===== config.mk =====
export PLATFORM = sky130hd
export DESIGN_NAME = touch_panel_frame_receiver_unit_flat
export DESIGN_NICKNAME = d
export VERILOG_FILES = /design/src/tpfr_pkg.sv /design/src/tpfr_if.sv /design/src/tpfr_csr.sv /design/src/tpfr_in_stage.sv /design/src/tpfr_frame_core.sv /design/src/tpfr_out_stage.sv /design/src/touch_panel_frame_receiver_unit.sv /design/src/flat_wrapper.sv
export SDC_FILE = /design/constraint.sdc
export NUM_CORES = 1
export LEC_CHECK = 0
export BUFFER_PORTS_ARGS = -buffer_cell sky130_fd_sc_hd__buf_2
export CAP_MARGIN = 20
export CORE_ASPECT_RATIO = 1.25
export CORE_MARGIN = 2
export CORE_UTILIZATION = 51
export DETAILED_ROUTE_END_ITERATION = 6
export PLACE_DENSITY = 0.81
export SLEW_MARGIN = 30
export SYNTH_ARGS = -nofsm -noshare
export SYNTH_HDL_FRONTEND = slang
export SYNTH_SLANG_ARGS = --single-unit

===== constraint.sdc =====
create_clock -name clock -period 5.6 [get_ports clock]
set_clock_uncertainty 0.15 [all_clocks]
set_input_delay 1.12 -clock clock [delete_from_list [all_inputs] [get_ports clock]]
set_output_delay 1.12 -clock clock [all_outputs]
set_load 0.02 [all_outputs]

===== src/tpfr_pkg.sv =====
// ----------------------------------------------------------------------------
// tpfr_pkg
// Shared types, register indexes and constants of the touch panel frame
// receiver.
// ----------------------------------------------------------------------------
package tpfr_pkg;

   localparam int BYTE_W         = 8;
   localparam int DIGIT_W        = 3;
   localparam int NUM_DIGITS     = 5;
   localparam int CSR_IDX_W      = 3;
   localparam int SEQ_LENGTH_DEF = 5;

   // Configuration register indexes
   localparam logic [CSR_IDX_W-1:0] CSR_HEADER_BYTE      = 3'd0;
   localparam logic [CSR_IDX_W-1:0] CSR_TAIL_BYTE        = 3'd1;
   localparam logic [CSR_IDX_W-1:0] CSR_PAGE_REPORT_BASE = 3'd2;
   localparam logic [CSR_IDX_W-1:0] CSR_FIRE_PAGE        = 3'd3;
   localparam logic [CSR_IDX_W-1:0] CSR_SEQUENCE_COMMAND = 3'd4;
   localparam logic [CSR_IDX_W-1:0] CSR_SEQUENCE_ENABLE  = 3'd5;

   // ASCII offset and bounds of a sequence digit
   localparam logic [BYTE_W-1:0] ASCII_ZERO = 8'h30;
   localparam logic [BYTE_W-1:0] ASCII_ONE  = 8'h31;
   localparam logic [BYTE_W-1:0] ASCII_FIVE = 8'h35;

   typedef enum logic [3:0] {
      PH_HEAD1 = 4'b0001,
      PH_HEAD2 = 4'b0010,
      PH_CMD   = 4'b0100,
      PH_SEQ   = 4'b1000
   } phase_type;

   typedef enum logic [1:0] {
      EV_NONE = 2'd0,
      EV_PAGE = 2'd1,
      EV_CMD  = 2'd2,
      EV_SEQ  = 2'd3
   } event_kind_type;

   typedef struct packed {
      logic [BYTE_W-1:0] header_byte;
      logic [BYTE_W-1:0] tail_byte;
      logic [BYTE_W-1:0] page_report_base;
      logic [BYTE_W-1:0] fire_page;
      logic [BYTE_W-1:0] sequence_command;
      logic              sequence_enable;
   } cfg_type;

   typedef struct packed {
      logic [BYTE_W-1:0] rx_byte;
      logic              line_error;
   } item_type;

   typedef struct packed {
      event_kind_type                      event_kind;
      logic [BYTE_W-1:0]                   current_page;
      logic                                refresh_fire;
      logic [BYTE_W-1:0]                   command_byte;
      logic [NUM_DIGITS-1:0][DIGIT_W-1:0]  digits;
   } result_type;

   // Handshake status between the input and output registers
   typedef struct packed {
      logic advance;
   } flow_type;

endpackage


===== src/tpfr_if.sv =====
// ----------------------------------------------------------------------------
// tpfr_req_if / tpfr_rsp_if
// Valid/ready channels for received bytes and for receiver events.
// ----------------------------------------------------------------------------
interface tpfr_req_if;
   logic                      valid;
   logic                      ready;
   logic [tpfr_pkg::BYTE_W-1:0] rx_byte;
   logic                      line_error;

   modport source (output valid, output rx_byte, output line_error, input ready);
   modport sink   (input valid, input rx_byte, input line_error, output ready);
endinterface

interface tpfr_rsp_if;
   logic                         valid;
   logic                         ready;
   logic [1:0]                   event_kind;
   logic [tpfr_pkg::BYTE_W-1:0]  current_page;
   logic                         refresh_fire;
   logic [tpfr_pkg::BYTE_W-1:0]  command_byte;
   logic [tpfr_pkg::DIGIT_W-1:0] digit_one;
   logic [tpfr_pkg::DIGIT_W-1:0] digit_two;
   logic [tpfr_pkg::DIGIT_W-1:0] digit_three;
   logic [tpfr_pkg::DIGIT_W-1:0] digit_four;
   logic [tpfr_pkg::DIGIT_W-1:0] digit_five;

   modport source (output valid, output event_kind, output current_page,
                   output refresh_fire, output command_byte, output digit_one,
                   output digit_two, output digit_three, output digit_four,
                   output digit_five, input ready);
   modport sink   (input valid, input event_kind, input current_page,
                   input refresh_fire, input command_byte, input digit_one,
                   input digit_two, input digit_three, input digit_four,
                   input digit_five, output ready);
endinterface


===== src/tpfr_csr.sv =====
// ----------------------------------------------------------------------------
// tpfr_csr
// Configuration register file, write only.
// ----------------------------------------------------------------------------
module tpfr_csr (
   input  logic                           clock,
   input  logic                           reset,
   input  logic                           csr_wr_en,
   input  logic [tpfr_pkg::CSR_IDX_W-1:0] csr_index,
   input  logic [tpfr_pkg::BYTE_W-1:0]    csr_wdata,
   output tpfr_pkg::cfg_type              cfg
);
   import tpfr_pkg::*;

   cfg_type cfg_ff;
   cfg_type cfg_in;

   // Decode the register write; unknown indexes are dropped
   always_comb begin
      cfg_in = cfg_ff;
      if (csr_wr_en) begin
         case (csr_index)
            CSR_HEADER_BYTE:      cfg_in.header_byte      = csr_wdata;
            CSR_TAIL_BYTE:        cfg_in.tail_byte        = csr_wdata;
            CSR_PAGE_REPORT_BASE: cfg_in.page_report_base = csr_wdata;
            CSR_FIRE_PAGE:        cfg_in.fire_page        = csr_wdata;
            CSR_SEQUENCE_COMMAND: cfg_in.sequence_command = csr_wdata;
            CSR_SEQUENCE_ENABLE:  cfg_in.sequence_enable  = csr_wdata[0];
            default:              cfg_in = cfg_ff;
         endcase
      end
   end

   always_ff @(posedge clock) begin
      if (reset) begin
         cfg_ff <= '{header_byte:      '0,
                     tail_byte:        8'hFF,
                     page_report_base: '0,
                     fire_page:        '0,
                     sequence_command: '0,
                     sequence_enable:  1'b0};
      end else begin
         cfg_ff <= cfg_in;
      end
   end

   assign cfg = cfg_ff;

endmodule


===== src/tpfr_in_stage.sv =====
// ----------------------------------------------------------------------------
// tpfr_in_stage
// Input register with the valid/ready flow control of the pipeline.
// ----------------------------------------------------------------------------
module tpfr_in_stage (
   input  logic               clock,
   input  logic               reset,
   tpfr_req_if.sink           req,
   input  logic               out_free,
   output tpfr_pkg::flow_type flow,
   output tpfr_pkg::item_type item
);
   import tpfr_pkg::*;

   logic     valid_ff;
   logic     valid_in;
   item_type item_ff;
   logic     advance;
   logic     take;

   // Item moves on when the result register can take it
   assign advance   = valid_ff & out_free;
   assign req.ready = ~valid_ff | advance;
   assign take      = req.valid & req.ready;
   assign valid_in  = take | (valid_ff & ~advance);

   always_ff @(posedge clock) begin
      if (reset) begin
         valid_ff <= 1'b0;
      end else begin
         valid_ff <= valid_in;
      end
   end

   // Payload register, loaded on each transfer
   always_ff @(posedge clock) begin
      if (take) begin
         item_ff.rx_byte    <= req.rx_byte;
         item_ff.line_error <= req.line_error;
      end
   end

   assign flow.advance  = advance;
   assign item          = item_ff;

endmodule


===== src/tpfr_frame_core.sv =====
// ----------------------------------------------------------------------------
// tpfr_frame_core
// Frame state machine: header hunt, command decode, sequence collection.
// ----------------------------------------------------------------------------
module tpfr_frame_core #(
   parameter int SEQ_LENGTH = tpfr_pkg::SEQ_LENGTH_DEF
) (
   input  logic                 clock,
   input  logic                 reset,
   input  tpfr_pkg::flow_type   flow,
   input  tpfr_pkg::item_type   item,
   input  tpfr_pkg::cfg_type    cfg,
   output tpfr_pkg::result_type result
);
   import tpfr_pkg::*;

   localparam int CNT_W = $clog2(SEQ_LENGTH + 1);

   phase_type                       phase_ff, phase_in;
   logic [CNT_W-1:0]                count_ff, count_in;
   logic [BYTE_W-1:0]               page_ff, page_in;
   logic [SEQ_LENGTH-1:0][BYTE_W-1:0] store_ff;
   logic                            store_wr;
   logic [SEQ_LENGTH-1:0]           digit_ok;
   logic [NUM_DIGITS-1:0][DIGIT_W-1:0] seq_digits;
   logic [BYTE_W-1:0]               page_off;
   logic                            in_page_range;
   logic                            seq_full;

   // Per-entry digit check and conversion
   for (genvar g = 0; g < SEQ_LENGTH; g++) begin : g_check
      assign digit_ok[g] = (store_ff[g] >= ASCII_ONE) && (store_ff[g] <= ASCII_FIVE);
   end

   for (genvar g = 0; g < NUM_DIGITS; g++) begin : g_digit
      if (g < SEQ_LENGTH) begin : g_used
         logic [BYTE_W-1:0] diff;
         assign diff          = store_ff[g] - ASCII_ZERO;
         assign seq_digits[g] = diff[DIGIT_W-1:0];
      end else begin : g_unused
         assign seq_digits[g] = '0;
      end
   end

   assign page_off      = item.rx_byte - cfg.page_report_base;
   assign in_page_range = (item.rx_byte >= cfg.page_report_base) &&
                          (page_off <= cfg.fire_page);
   assign seq_full      = (count_ff == CNT_W'(SEQ_LENGTH));

   // Next state and result for the item in the input register
   always_comb begin
      phase_in              = phase_ff;
      count_in              = count_ff;
      page_in               = page_ff;
      store_wr              = 1'b0;
      result.event_kind     = EV_NONE;
      result.refresh_fire   = 1'b0;
      result.command_byte   = '0;
      result.digits         = '0;
      if (item.line_error) begin
         phase_in = PH_HEAD1;
         count_in = '0;
      end else begin
         case (phase_ff)
            PH_HEAD1: begin
               if (item.rx_byte == cfg.header_byte) begin
                  phase_in = PH_HEAD2;
               end
            end
            PH_HEAD2: begin
               phase_in = (item.rx_byte == cfg.header_byte) ? PH_CMD : PH_HEAD1;
            end
            PH_CMD: begin
               if (in_page_range) begin
                  page_in             = page_off;
                  result.event_kind   = EV_PAGE;
                  result.refresh_fire = (page_off == cfg.fire_page);
                  phase_in            = PH_HEAD1;
               end else if (item.rx_byte == cfg.sequence_command) begin
                  count_in = '0;
                  phase_in = PH_SEQ;
               end else begin
                  result.event_kind   = EV_CMD;
                  result.command_byte = item.rx_byte;
                  phase_in            = PH_HEAD1;
               end
            end
            PH_SEQ: begin
               if (item.rx_byte == cfg.tail_byte) begin
                  if (seq_full && cfg.sequence_enable && (&digit_ok)) begin
                     result.event_kind = EV_SEQ;
                     result.digits     = seq_digits;
                  end
                  phase_in = PH_HEAD1;
               end else if (!seq_full) begin
                  store_wr = 1'b1;
                  count_in = count_ff + CNT_W'(1);
               end else begin
                  // overlong sequence aborts the frame
                  phase_in = PH_HEAD1;
               end
            end
            default: begin
               phase_in = PH_HEAD1;
            end
         endcase
      end
      result.current_page = page_in;
   end

   // Control state
   always_ff @(posedge clock) begin
      if (reset) begin
         phase_ff <= PH_HEAD1;
         count_ff <= '0;
         page_ff  <= '0;
      end else if (flow.advance) begin
         phase_ff <= phase_in;
         count_ff <= count_in;
         page_ff  <= page_in;
      end
   end

   // Sequence byte store, no reset
   always_ff @(posedge clock) begin
      for (int i = 0; i < SEQ_LENGTH; i++) begin
         if (flow.advance && store_wr && (count_ff == CNT_W'(i))) begin
            store_ff[i] <= item.rx_byte;
         end
      end
   end

endmodule


===== src/tpfr_out_stage.sv =====
// ----------------------------------------------------------------------------
// tpfr_out_stage
// Result register driving the event channel.
// ----------------------------------------------------------------------------
module tpfr_out_stage (
   input  logic                 clock,
   input  logic                 reset,
   input  tpfr_pkg::flow_type   flow,
   input  tpfr_pkg::result_type result,
   output logic                 out_free,
   tpfr_rsp_if.source           rsp
);
   import tpfr_pkg::*;

   logic       valid_ff;
   logic       valid_in;
   result_type result_ff;

   // Free when empty or when the held result is taken this cycle
   assign out_free = ~valid_ff | rsp.ready;
   assign valid_in = flow.advance | (valid_ff & ~rsp.ready);

   always_ff @(posedge clock) begin
      if (reset) begin
         valid_ff <= 1'b0;
      end else begin
         valid_ff <= valid_in;
      end
   end

   always_ff @(posedge clock) begin
      if (flow.advance) begin
         result_ff <= result;
      end
   end

   assign rsp.valid        = valid_ff;
   assign rsp.event_kind   = result_ff.event_kind;
   assign rsp.current_page = result_ff.current_page;
   assign rsp.refresh_fire = result_ff.refresh_fire;
   assign rsp.command_byte = result_ff.command_byte;
   assign rsp.digit_one    = result_ff.digits[0];
   assign rsp.digit_two    = result_ff.digits[1];
   assign rsp.digit_three  = result_ff.digits[2];
   assign rsp.digit_four   = result_ff.digits[3];
   assign rsp.digit_five   = result_ff.digits[4];

endmodule


===== src/touch_panel_frame_receiver_unit.sv =====
// ----------------------------------------------------------------------------
// touch_panel_frame_receiver_unit
// Display link frame receiver: header hunt, page reports, plain commands and
// five-digit sequence reports.
// ----------------------------------------------------------------------------
//  channel  direction  handshake      payload
//  req      in         valid/ready    rx_byte, line_error
//  rsp      out        valid/ready    event_kind, current_page, refresh_fire,
//                                     command_byte, digit_one..digit_five
//  csr      in         csr_wr_en      csr_index, csr_wdata
//
// One byte per cycle sustained while rsp is ready; each byte gives one result
// through the input register, then the result register.
// Synchronous reset clears phase, count, page and both valid flags; the
// sequence store is not reset.
// When rsp stalls, one result waits in the result register and one more
// byte is held in the input register before req.ready drops.
// ----------------------------------------------------------------------------
module touch_panel_frame_receiver_unit #(
   parameter int SEQ_LENGTH = tpfr_pkg::SEQ_LENGTH_DEF
) (
   input  logic                           clock,
   input  logic                           reset,
   tpfr_req_if.sink                       req,
   tpfr_rsp_if.source                     rsp,
   input  logic                           csr_wr_en,
   input  logic [tpfr_pkg::CSR_IDX_W-1:0] csr_index,
   input  logic [tpfr_pkg::BYTE_W-1:0]    csr_wdata
);
   import tpfr_pkg::*;

   cfg_type    cfg;
   flow_type   flow;
   item_type   item;
   result_type result;
   logic       out_free;

   tpfr_csr u_csr (
      .clock     (clock),
      .reset     (reset),
      .csr_wr_en (csr_wr_en),
      .csr_index (csr_index),
      .csr_wdata (csr_wdata),
      .cfg       (cfg)
   );

   tpfr_in_stage u_in_stage (
      .clock    (clock),
      .reset    (reset),
      .req      (req),
      .out_free (out_free),
      .flow     (flow),
      .item     (item)
   );

   tpfr_frame_core #(
      .SEQ_LENGTH (SEQ_LENGTH)
   ) u_frame_core (
      .clock  (clock),
      .reset  (reset),
      .flow   (flow),
      .item   (item),
      .cfg    (cfg),
      .result (result)
   );

   tpfr_out_stage u_out_stage (
      .clock    (clock),
      .reset    (reset),
      .flow     (flow),
      .result   (result),
      .out_free (out_free),
      .rsp      (rsp)
   );

endmodule

===== src/flat_wrapper.sv =====
// flat-port wrapper written by rule: the top's interface ports become plain ports
module touch_panel_frame_receiver_unit_flat import tpfr_pkg::*;
#(
   parameter int SEQ_LENGTH = tpfr_pkg::SEQ_LENGTH_DEF
)
  (clock, reset, csr_wr_en, csr_index, csr_wdata, req_valid, req_rx_byte, req_line_error, req_ready, rsp_valid, rsp_event_kind, rsp_current_page, rsp_refresh_fire, rsp_command_byte, rsp_digit_one, rsp_digit_two, rsp_digit_three, rsp_digit_four, rsp_digit_five, rsp_ready);
  tpfr_req_if req_i ();
  tpfr_rsp_if rsp_i ();
  input  logic clock;
  input  logic reset;
  input  logic csr_wr_en;
  input  logic [tpfr_pkg::CSR_IDX_W-1:0] csr_index;
  input  logic [tpfr_pkg::BYTE_W-1:0] csr_wdata;
  input wire logic [$bits(req_i.valid)-1:0] req_valid;
  input wire logic [$bits(req_i.rx_byte)-1:0] req_rx_byte;
  input wire logic [$bits(req_i.line_error)-1:0] req_line_error;
  output wire logic [$bits(req_i.ready)-1:0] req_ready;
  output wire logic [$bits(rsp_i.valid)-1:0] rsp_valid;
  output wire logic [$bits(rsp_i.event_kind)-1:0] rsp_event_kind;
  output wire logic [$bits(rsp_i.current_page)-1:0] rsp_current_page;
  output wire logic [$bits(rsp_i.refresh_fire)-1:0] rsp_refresh_fire;
  output wire logic [$bits(rsp_i.command_byte)-1:0] rsp_command_byte;
  output wire logic [$bits(rsp_i.digit_one)-1:0] rsp_digit_one;
  output wire logic [$bits(rsp_i.digit_two)-1:0] rsp_digit_two;
  output wire logic [$bits(rsp_i.digit_three)-1:0] rsp_digit_three;
  output wire logic [$bits(rsp_i.digit_four)-1:0] rsp_digit_four;
  output wire logic [$bits(rsp_i.digit_five)-1:0] rsp_digit_five;
  input wire logic [$bits(rsp_i.ready)-1:0] rsp_ready;
  assign req_i.valid = req_valid;
  assign req_i.rx_byte = req_rx_byte;
  assign req_i.line_error = req_line_error;
  assign req_ready = req_i.ready;
  assign rsp_valid = rsp_i.valid;
  assign rsp_event_kind = rsp_i.event_kind;
  assign rsp_current_page = rsp_i.current_page;
  assign rsp_refresh_fire = rsp_i.refresh_fire;
  assign rsp_command_byte = rsp_i.command_byte;
  assign rsp_digit_one = rsp_i.digit_one;
  assign rsp_digit_two = rsp_i.digit_two;
  assign rsp_digit_three = rsp_i.digit_three;
  assign rsp_digit_four = rsp_i.digit_four;
  assign rsp_digit_five = rsp_i.digit_five;
  assign rsp_i.ready = rsp_ready;
  touch_panel_frame_receiver_unit #(.SEQ_LENGTH(SEQ_LENGTH)) u_core (.clock(clock), .reset(reset), .req(req_i), .rsp(rsp_i), .csr_wr_en(csr_wr_en), .csr_index(csr_index), .csr_wdata(csr_wdata));
endmodule

* After elaboration in Yosys (flattened, before gate mapping) *
Index checks and enable logic that the tools add are counted.

cells by class
  add/sub/neg operators = 7
  reductions and logical operators = 29
  multiplexer cells = 26
  eq/ne operators = 24
  order comparisons = 12
  bitwise logic cells = 17

operator list
  kind                   count
  $ge A8 B6 Y1 const B   5
  $le A8 B6 Y1 const B   5
  $eq A8 B8 Y1           4
  $mux W4                6
  $mux W8                3
  $mux W3                6
  $pmux W4 S4            1
  $ne A3 B2 Y1 const B   5
  $sub A3 B1 Y3 const B  5
  $logic_and A1 B1 Y1    14
  $eq A3 B2 Y1 const B   4
  $eq A3 B3 Y1 const B   4
  $reduce_and A2 Y1      6
  $not A1 Y1             9
  $ge A8 B8 Y1           1
  $le A8 B8 Y1           1
  $mux W2                4
  $reduce_or A4 Y1       2
  $sub A8 B8 Y8          1
  $eq A3 B1 Y1 const B   2
  $logic_not A3 Y1       2
  $pmux W3 S2            1
  $reduce_and A6 Y1      1
  $reduce_and A5 Y1      1
  other kinds (13)       22

word-level totals
  flip-flop bits (word level) = 141
  logic and storage cells = 142
  bits of input ports = 25
  output and inout port bits = 36

* Depth between registers and ports, before layout *
Gate-level depths: netlist (run 1).

  word-level depth = 7
  gate-level depth with buffers = 16

* Modules after synthesis *
Synthesis (run 1) repeated with hierarchy kept, for this count alone.

unflattened totals
  cell total of the unflattened synthesis = 538
  area total of the unflattened synthesis = 6470.0 um2

by module, submodules not included
  module           sequential area each (um2)  times used  area an instance (um2)  cells each
  tpfr_frame_core  1501.4                      1           3407.0                  329
  tpfr_csr         820.8                       1           1662.8                  156
  tpfr_out_stage   1041.0                      1           1067.3                  38
  tpfr_in_stage    290.3                       1           332.8                   15

* Worst setup path before layout (run 1) *
OpenSTA, ideal clock, no wires.

  path type = flip-flop to flip-flop
  start = reg u_core.u_in_stage.item_ff (netlist bit u_core.u_in_stage.item[1])
  end = reg u_core.u_out_stage.result_ff (netlist bit u_core.u_out_stage.rsp.current_page[1]) (data pin)
  path slack = 1.545 ns
  cell stages (with the launch flop) = 16
  required time = 5.190 ns
  buffers on the path = 0
  clock period less this slack = 4.055 ns
  library setup time = 0.260 ns
  arrival = 3.646 ns
  cell sequence = edfxtp_1 -> inv_1 -> ha_1 -> inv_1 -> fa_1 -> a21oi_1 -> nor2b_1 -> a311oi_2 -> xnor2_1 -> ha_1 -> nand4_1 -> or2_1 -> and2_1 -> a2111oi_4 -> nand2_2 -> mux2_2

RTL lines
  element                 RTL line              text
  start: declaration      tpfr_in_stage.sv:17   item_type item_ff;
  end signal: assignment  tpfr_out_stage.sv:33  result_ff <= result;
  end: declaration        tpfr_out_stage.sv:17  result_type result_ff;

==> flow_metrics.tcl, run 1 <==
set metrics [dict create \
    rows 44 \
    clk_path_buf_depth 2 \
    antenna_found_initial 0 \
    maxCapViolCount 0 \
    leakagePower_nw 2.64 \
    wl_um 12800 \
    finish.utilization_pct 61.8 \
    port_buffers 60 \
    cts_hold_buffers 0 \
    die_x_um 102 \
    hpwl_um 8860 \
    track_usage_pct 20.8 \
    viasPerCell 5.32 \
    htreeDepth 4 \
    async_flop_share_pct 0 \
    cts-root-buf "clkbuf_16" \
    clkLatencyLatePin_ns 0.42 \
    synth_ff_type "edfxtp_1" \
    required_ns 5.62 \
    status "finished, final reports clean" \
    crit_family "compound AO/OA/AOI/OAI gates" \
    synth_top_area_share_pct 40.7 \
    cts_resized 0 \
    ant_nets 0 \
    areaGrowthSynthToFinish_pct 17.7 \
    ys_top_cells_by_area "edfxtp_1, dfxtp_1, nand2_1" \
    total_power_w 0.00241 \
    drt_first_pass_iters 5 \
    max_freq_mhz 223 \
    ys_warn_count 0 \
    die_h_um 127 \
    yosys.area_share.simple_pct 19.6 \
    dr.first_iter.drc_count 293 \
    ys_seq_area_share_pct 59.6 \
    avgSynthCellArea_um2 11.1 \
    synth_top_family_by_area "simple AND/OR/NAND/NOR gates" \
    syn_nets 601 \
    core-area_mm2 0.0117 \
    drc 0 \
    fp.dieArea_mm2 0.0129 \
    synthMuxAreaShare_pct 2.76 \
    antenna-diode-count 0 \
    worst_slew_margin_rel_pct 46.5 \
    synth_compound_area_share_pct 6.88 \
    power_density_mw_per_mm2 334 \
    grt_max_degree 63 \
    slowest_delay_ns 0.57 \
    path_class "register to register" \
    finalHoldViolCount 0 \
    cts_inserted_buffers 17 \
    start_kind "register" \
    initial_utilization_pct 52.5 \
    post-route-period-util_pct 80.2 \
    rsz0062_at_grt "no" \
    syn_area_mm2 0.00613 \
    synth_cell_types 49 \
    cp-end-kind "register" \
    peakVddDrop_uv 206 \
    synth_seq_cells 141 \
    num_vias 4229 \
    layout_min_cycle_time_ns 4.49 \
    grt_overflow_total 0 \
    synth_top_area_cell "edfxtp_1" \
    place_area_mm2 0.00660 \
    hold_class "register to register" \
    synth-edff-count 83 \
    layout.nets 668 \
    syn_inst 554 \
    post-cts-setup-buffers 0 \
    synthXorXnorAreaFrac_pct 4.14 \
    cts_tree "done" \
    clk_pin_slew_worst_paths_ns 0.06 \
    clock-sinks 141 \
    routabilityCongestion 0.904 \
    crit_chain "inv_1 -> ha_1 -> inv_1 -> fa_1 -> a21oi_1 -> nor2b_1 -> a311oi_2 -> xnor2_1 -> ha_1 -> nand4_1 -> or2_1 -> and2_1 -> a2111oi_4 -> nand2_2 -> mux2_2" \
    worst_slew_pin_slew_ns 0.797 \
    setup_viol_count_final 0 \
    wl_per_cell_um 16.1 \
    grt_pass1_wl_um 20300 \
    drv_slew 0 \
    critPathMaxFanout 10 \
    grt_pass1_vias 4162 \
    io_pins 61 \
    cp_data_arrival_time_ns 4.51 \
    fin_setup_tns_ns 0 \
    critPathSlowestCell "edfxtp_1" \
    synthAdderAreaFrac_pct 4.61 \
    critPathBufInv 2 \
    drive_gt1_share_pct 17.5 \
    final_area_mm2 0.00722 \
]
==> worst paths after layout <==
kind                            slack [ns]                                endpoint                       from  depth (start not counted)
worst min register to register        0.30                    u_core.u_csr.cfg[11]       u_core.u_csr.cfg[11]                          2
worst max register to register        1.11  u_core.u_out_stage.rsp.current_page[7]  u_core.u_in_stage.item[1]                         15
worst max-delay path                  1.11  u_core.u_out_stage.rsp.current_page[7]  u_core.u_in_stage.item[1]                         15
worst min-delay path                  0.30                    u_core.u_csr.cfg[11]       u_core.u_csr.cfg[11]                          2
==> metrics by stage <==
stage          hold WS, ns  worst slack, ns  std cells
6_report             0.303             1.11        795
5_1_grt              0.324            0.814        795
4_1_cts              0.305             1.13        795
3_5_place_dp         0.296             1.14        763
3_3_place_gp         0.295             1.27        763
2_1_floorplan        0.286             1.54        554
==> power breakdown <==
part,internal [W],leakage [nW],switching (W)
registers,0.00112,1.23,0.0000171
clock network,0.000688,0.305,0.000423
logic,0.0000590,1.11,0.000107
total,0.00187,2.64,0.000547
==> layer usage <==
metal / track usage (%) / share of wire [%] / vias up
met5: 0 / 0 / -
met4: 8.24 / 1.8 / 0
met3: 3.91 / 5.8 / 23
met2: 37.3 / 53 / 137
met1: 24.1 / 40 / 1991
li1: - / - / 2078
==> cell usage after synthesis, types with 9 or more instances <==
| master | number |
|---|---|
| a21oi_1 | 49 |
| and2_1 | 31 |
| clkbuf_1 | 17 |
| dfxtp_1 | 58 |
| edfxtp_1 | 83 |
| ha_1 | 21 |
| inv_1 | 22 |
| mux2i_1 | 9 |
| nand2_1 | 101 |
| nor2_1 | 31 |
| nor3_1 | 12 |
| xnor2_1 | 11 |
| xor2_1 | 18 |
==> area by class of cell <==
cell class | instances | area, um2
Multi-Input combinational cell | 374 | 2330
Sequential cell | 141 | 3650
Clock buffer | 23 | 543
Clock inverter | 9 | 66.3
Fill cell | 919 | 4460
Timing Repair Buffer | 65 | 340
Tap cell | 161 | 201
Inverter | 22 | 82.6
==> cells in the final DEF, fill, tap and decap left out, types with 2 or more instances in the layout <==
cell type / count
dfxtp_1: 58
xor2_1: 18
clkinv_4: 3
mux2i_1: 9
nand2b_1: 8
nor4_1: 5
nor3_1: 12
clkinv_2: 2
inv_4: 2
a21oi_1: 49
edfxtp_1: 83
nand2_1: 101
nor2b_1: 6
buf_4: 6
nand3_1: 3
nor4b_1: 4
nor4bb_1: 2
ha_1: 21
buf_2: 59
a211oi_1: 3
xnor2_1: 11
and3_1: 2
and2_1: 31
o21ai_0: 4
or2_2: 2
o31ai_1: 5
nand3b_1: 8
or3_1: 3
inv_6: 2
inv_1: 22
nand4_1: 8
clkbuf_16: 21
mux2_2: 7
nor2_1: 31
==> state kept, by name, summed over array words and instances, names as in the netlist, 2 cells and up <==
name and flops:
u_core.u_csr.cfg 41, u_core.u_frame_core.count_ff 3, u_core.u_frame_core.page_ff 8, u_core.u_frame_core.phase_ff 4, u_core.u_frame_core.store_ff 40, u_core.u_in_stage.item 9
u_core.u_out_stage.rsp.command_byte 8, u_core.u_out_stage.rsp.current_page 8, u_core.u_out_stage.rsp.digit_five 3, u_core.u_out_stage.rsp.digit_four 3, u_core.u_out_stage.rsp.digit_one 3, u_core.u_out_stage.rsp.digit_three 3
u_core.u_out_stage.rsp.digit_two 3, u_core.u_out_stage.rsp.event_kind 2
==> tightest hold or removal path, stage by stage (launching register included) <==
cell and delay, ns:
dfxtp_1 0.31, nand2_1 0.05, a21oi_1 0.05
==> logic make-up (layout without fill, tap and decap cells) <==
group / Yosys count / in the layout
adder cells (fa/ha/maj): 22 / 22
multiplexers: 16 / 16
AND/OR/NAND/NOR: 238 / 238
XOR/XNOR: 29 / 29
flip-flops: 141 / 141
AO/OA/AOI/OAI: 69 / 69
buffers and inverters: 39 / 119
No activity file was read; power rests on OpenSTA's default activity.
==> run 2: changes to the inputs <==
- ABC_AREA: not set -> 1
- clock period: 5.6 -> 4.61 ns (I/O delays scaled with it)
==> flow_metrics.tcl, run 2 <==
set metrics [dict create \
    status "finished, final reports clean" \
    dr.first_iter.drc_count 300 \
    final_area_mm2 0.00743 \
    viasPerCell 5.15 \
    rsz0062_at_grt "no" \
    clkLatencyLatePin_ns 0.42 \
    max_freq_mhz 269 \
    clk_pin_slew_worst_paths_ns 0.06 \
    drv_slew 0 \
    drive_gt1_share_pct 16.0 \
    clk_path_buf_depth 2 \
    wl_met2_um 7090 \
    synth_commonest_cells "nand2_1, nor2_1, inv_1" \
    multi_input_area_mm2 0.00224 \
    cp-end-kind "register" \
    avgSynthCellArea_um2 9.19 \
    nFillCells 990 \
    layout.cells.non_filler 935 \
    antenna_found_initial 0 \
    layout_common_cells "nand2_1, nor2_1, inv_1" \
    post-route-period-util_pct 80.6 \
    critPathBufInv 3 \
    ant_nets 0 \
    synth_ff_type "edfxtp_1" \
    dp_cells 903 \
    total_power_w 0.00311 \
    io_pins 61 \
    cts_tree "done" \
    htreeDepth 4 \
    synth_cell_types 34 \
    worst_slew_margin_rel_pct 42.4 \
    cts_hold_buffers 0 \
    ys_seq_area_share_pct 57.7 \
    syn_area_mm2 0.00633 \
    initial_utilization_pct 52.1 \
    antenna-diode-count 0 \
    synth-edff-count 83 \
    wl_per_cell_um 14.5 \
    dp_slack_ns 0.982 \
    critPathSlowestCell "edfxtp_1" \
    cts-root-buf "clkbuf_16" \
    start_kind "register" \
    crit_chain "inv_2 -> ha_1 -> inv_1 -> fa_1 -> nand3_1 -> nand2_1 -> nand3_1 -> nand2_1 -> xor2_1 -> ha_1 -> nand2_1 -> nor2_1 -> nand4_1 -> nand2_1 -> nand3_2 -> inv_2 -> nor2_1 -> nor2_1 -> nor2_1" \
    synth_seq_cells 141 \
    drt_first_pass_iters 5 \
    die_x_um 104 \
    slowest_delay_ns 0.53 \
    syn_inst 689 \
    cp_data_arrival_time_ns 3.86 \
    crit_family "simple AND/OR/NAND/NOR gates" \
    rows 45 \
    largest_reg_flops 41 \
    seq_area_mm2 0.00365 \
    worst_slew_pin_slew_ns 0.861 \
    post-cts-setup-buffers 0 \
    drc 0 \
    routabilityCongestion 0.897 \
    cts_resized 0 \
    path_class "register to register" \
    async_flop_share_pct 0 \
    grt_pass1_wl_um 21500 \
    final.setup.worst_slack_ns 0.893 \
    leakagePower_nw 3.22 \
    fp.dieArea_mm2 0.0133 \
    port_buffers 60 \
    clock-sinks 141 \
    maxCapViolCount 0 \
    top_layer "met4" \
    core-area_mm2 0.0122 \
    hpwl_um 9480 \
    layout.nets 805 \
    critPathMaxFanout 13 \
    syn_nets 736 \
    grt_pass1_vias 4479 \
    setup_viol_count_final 0 \
    die_h_um 129 \
    track_usage_pct 20.9 \
    synth_top_area_share_pct 39.4 \
    place_area_mm2 0.00681 \
    peakVddDrop_uv 225 \
    synth_top_area_cell "edfxtp_1" \
    areaGrowthSynthToFinish_pct 17.3 \
    num_vias 4814 \
    grt_max_degree 48 \
    power_density_mw_per_mm2 418 \
    layout_commonest_cell "nand2_1" \
    cts_inserted_buffers 17 \
    wl_met3_um 681 \
    ys_top_cells_by_area "edfxtp_1, dfxtp_1, nand2_1" \
    layout_min_cycle_time_ns 3.72 \
    finalHoldViolCount 0 \
    wl_met1_um 5300 \
    synth.most_common_cell "nand2_1" \
    hold_class "register to register" \
    ys_warn_count 0 \
    wl_um 13600 \
    fin_setup_tns_ns 0 \
    grt_overflow_total 0 \
    required_ns 4.76 \
]
## run 2: cell count changes in the layout (fill, tap and decap cells not counted), moves of 11 or more
| cell | previous run | this run |
|---|---|---|
| a21oi_1 | 49 | 38 |
| nor2_1 | 31 | 98 |
| nand3_1 | 3 | 42 |
| nand2_1 | 101 | 127 |
| nor2_2 | 0 | 15 |
| inv_1 | 22 | 94 |
| o21ai_0 | 4 | 38 |
| and2_1 | 31 | 0 |
## run 2: kinds of logic (layout without fill, tap and decap cells)
group | count (synthesis) | after routing | share of synthesized area (%)
AND/OR/NAND/NOR | 306 | 306 | 20.8
flip-flops | 141 | 141 | 57.7
buffers and inverters | 113 | 195 | 6.97
AO/OA/AOI/OAI | 87 | 87 | 7.27
adder cells (fa/ha/maj) | 22 | 22 | 4.46
XOR/XNOR | 20 | 20 | 2.77
## run 2: cell type report
cell class                      instances  area share, %
Clock inverter                         15           2.68
Clock buffer                           17           5.72
Inverter                               98           4.95
Tap cell                              164           2.76
Sequential cell                       141           49.2
Timing Repair Buffer                   65           4.55
Multi-Input combinational cell        435           30.2
## run 2: worst reg2reg max path, stage by stage, from the launching register on
cell and delay [ns]:
edfxtp_1 0.53, inv_2 0.14, ha_1 0.15, inv_1 0.07, fa_1 0.46, nand3_1 0.10, nand2_1 0.11, nand3_1 0.09
nand2_1 0.06, xor2_1 0.16, ha_1 0.29, nand2_1 0.06, nor2_1 0.14, nand4_1 0.11, nand2_1 0.22, nand3_2 0.30
inv_2 0.17, nor2_1 0.08, nor2_1 0.12, nor2_1 0.08
## run 2: final timing paths
kind,cells past startpoint,startpoint,slack (ns),end
worst min register to register,2,u_core.u_csr.cfg[17],0.31,u_core.u_csr.cfg[17]
worst max register to register,19,u_core.u_in_stage.item[1],0.89,u_core.u_frame_core.count_ff[2]
worst min-delay path,2,u_core.u_csr.cfg[17],0.31,u_core.u_csr.cfg[17]
worst max-delay path,19,u_core.u_in_stage.item[1],0.89,u_core.u_frame_core.count_ff[2]
## run 2: through the flow
stage / utilization [%] / hold slack [ns]
2_1_floorplan: - / 0.277
3_3_place_gp: 55.9 / 0.289
3_5_place_dp: 56.0 / 0.299
4_1_cts: 61.1 / 0.309
5_1_grt: 61.1 / 0.335
6_report: 61.1 / 0.308
## run 2: per-layer routing
metal  track usage (%)  vias up
met1              22.3     2211
met3              5.02       42
met2              38.0      160
met4              12.1        0
li1                  -     2401
met5                 0        -
## run 2: power breakdown
| part | internal, W | switching, W | total (W) |
|---|---|---|---|
| logic | 0.0000923 | 0.000175 | 0.000268 |
| clock network | 0.000872 | 0.000566 | 0.00144 |
| registers | 0.00137 | 0.0000290 | 0.00140 |
==> run 3: changes to the inputs <==
- ABC_AREA: 1 -> 0
- clock period: 4.61 -> 3.5 ns (I/O delays scaled with it)
==> flow_metrics.tcl, run 3 (synthesis results as in run 1) <==
set metrics [dict create \
    status "finished, violations left" \
    violations "negative setup slack" \
    timing.hold.ws_ns 0.303 \
    holdPathStages 2 \
    clk_path_buf_depth 2 \
    rows 44 \
    leakagePower_nw 2.88 \
    initial_utilization_pct 52.5 \
    worst_slew_pin_slew_ns 0.910 \
    max_freq_mhz 269 \
    start_kind "register" \
    antenna-diode-count 0 \
    die_x_um 102 \
    grt_pass1_wl_um 22600 \
    setup_viol_count_final 31 \
    layout_common_cells "nand2_1, edfxtp_1, buf_2" \
    final.setup.worst_slack_ns -0.211 \
    power_density_mw_per_mm2 507 \
    grt_max_degree 47 \
    seq_area_mm2 0.00365 \
    drive_gt1_share_pct 26.0 \
    wl_met1_um 5280 \
    viasPerCell 5.37 \
    rsz0062_at_grt "yes" \
    critPathSlowestCell "a2111oi_4" \
    routabilityCongestion 0.879 \
    clock-sinks 141 \
    hold_class "register to register" \
    areaGrowthSynthToFinish_pct 24.2 \
    layout.nets 716 \
    worst_slew_margin_rel_pct 39.4 \
    drv_slew 0 \
    cts-root-buf "clkbuf_16" \
    cts_tree "done" \
    peakVddDrop_uv 321 \
    layout_min_cycle_time_ns 3.71 \
    cp_data_arrival_time_ns 3.73 \
    top_layer "met4" \
    cp_common_cell "buf_4" \
    multi_input_area_mm2 0.00241 \
    fp.dieArea_mm2 0.0129 \
    wl_per_cell_um 16.7 \
    post-route-period-util_pct 106 \
    dr.first_iter.drc_count 249 \
    drc 0 \
    maxCapViolCount 0 \
    finalHoldViolCount 0 \
    antenna_found_initial 0 \
    core-area_mm2 0.0117 \
    ant_nets 0 \
    crit_chain "ha_1 -> buf_4 -> a21oi_2 -> nor2b_2 -> a311oi_2 -> buf_4 -> buf_4 -> buf_4 -> buf_4 -> buf_4 -> buf_4 -> buf_4 -> buf_4 -> buf_4 -> a2111oi_4 -> buf_6 -> buf_12 -> nor4_4 -> and2_1" \
    wl_um 14100 \
    grt_overflow_total 0 \
    track_usage_pct 23.4 \
    wl_met3_um 690 \
    drt_first_pass_iters 4 \
    port_buffers 60 \
    clk_pin_slew_worst_paths_ns 0.06 \
    slowest_delay_ns 0.43 \
    die_h_um 127 \
    nFillCells 889 \
    final_area_mm2 0.00761 \
    path_class "register to register" \
    grt_pass1_vias 4565 \
    place_area_mm2 0.00680 \
    total_power_w 0.00386 \
    clkLatencyLatePin_ns 0.42 \
    critPathMaxFanout 8 \
    worstRegToRegCells 19 \
    largest_reg_flops 41 \
    required_ns 3.52 \
    wl_met2_um 7470 \
    io_pins 61 \
    layout_commonest_cell "nand2_1" \
    htreeDepth 4 \
    cp-end-kind "register" \
    hpwl_um 9590 \
    num_vias 4524 \
    cts_inserted_buffers 17 \
]
==> run 3: changes by cell type in the layout (fill, tap and decap cells not counted), moves of 8 or more <==
cell      change
nor3_1        +9
xor2_1        +9
nand2b_1      +8
nand2_1      -28
mux2i_1       +9
buf_4        +45
nor2_2       -15
nor2_1       -67
inv_1        -74
o21ai_0      -35
nand3_1      -39
and2_1       +29
==> run 3: layer usage <==
layer	up-vias	track usage, %
li1	2175	-
met1	2144	24.9
met2	161	41.8
met3	44	5.51
met4	0	12.7
met5	-	0
==> run 3: power breakdown <==
group / internal (W) / switching, W
clock network: 0.000927 / 0.000737
registers: 0.00179 / 0.0000210
logic: 0.000168 / 0.000215
total: 0.00289 / 0.000973
==> run 3: final timing paths <==
| kind | from | slack, ns | to |
|---|---|---|---|
| hold reg to reg | u_core.u_csr.cfg[13] | 0.30 | u_core.u_csr.cfg[13] |
| setup reg to reg | u_core.u_in_stage.item[3] | -0.21 | u_core.u_out_stage.rsp.command_byte[0] |
| setup / recovery | u_core.u_in_stage.item[3] | -0.21 | u_core.u_out_stage.rsp.command_byte[0] |
| hold / removal | u_core.u_csr.cfg[13] | 0.30 | u_core.u_csr.cfg[13] |
==> run 3: area by class of cell <==
type                       count  area share (%)
sequential                   141            48.0
multi-input combinational    375            31.7
timing repair buffer         112            9.29
clock buffer                  17            5.59
tap                          161            2.65
clock inverter                15            1.69
inverter                      22            1.12
==> run 3: repair_timing <==
item                                   4_1_cts  5_1_grt
pin swaps                                   11        5
buffers inserted                            19        3
setup endpoints to repair                   28       32
resized for setup                            7       13
endpoints found under the hold margin        0        0
cloned                                       1        0
hold buffers                                 0        0
==> run 3: per-stage QoR <==
step                      utilization [%]  cells  TNS [ns]  setup WS [ns]
after floorplan                         -    554     -7.53         -0.454
after global placement               58.3    788    -0.594        -0.0678
after detailed placement             58.3    788     -2.93         -0.149
after CTS                            64.7    840     -1.71         -0.108
after global routing                 65.2    843    -13.07         -0.476
final                                65.2    843     -4.98         -0.211
==> run 3: critical path, delay by kind of cell (launching register included) <==
| kind | cells | cell delay [ns] |
|---|---|---|
| buffers and inverters | 12 | 1.59 |
| flip-flops | 1 | 0.42 |
| AND/OR/NAND/NOR | 3 | 0.36 |
| AO/OA/AOI/OAI | 3 | 0.61 |
| adder cells (fa/ha/maj) | 1 | 0.32 |
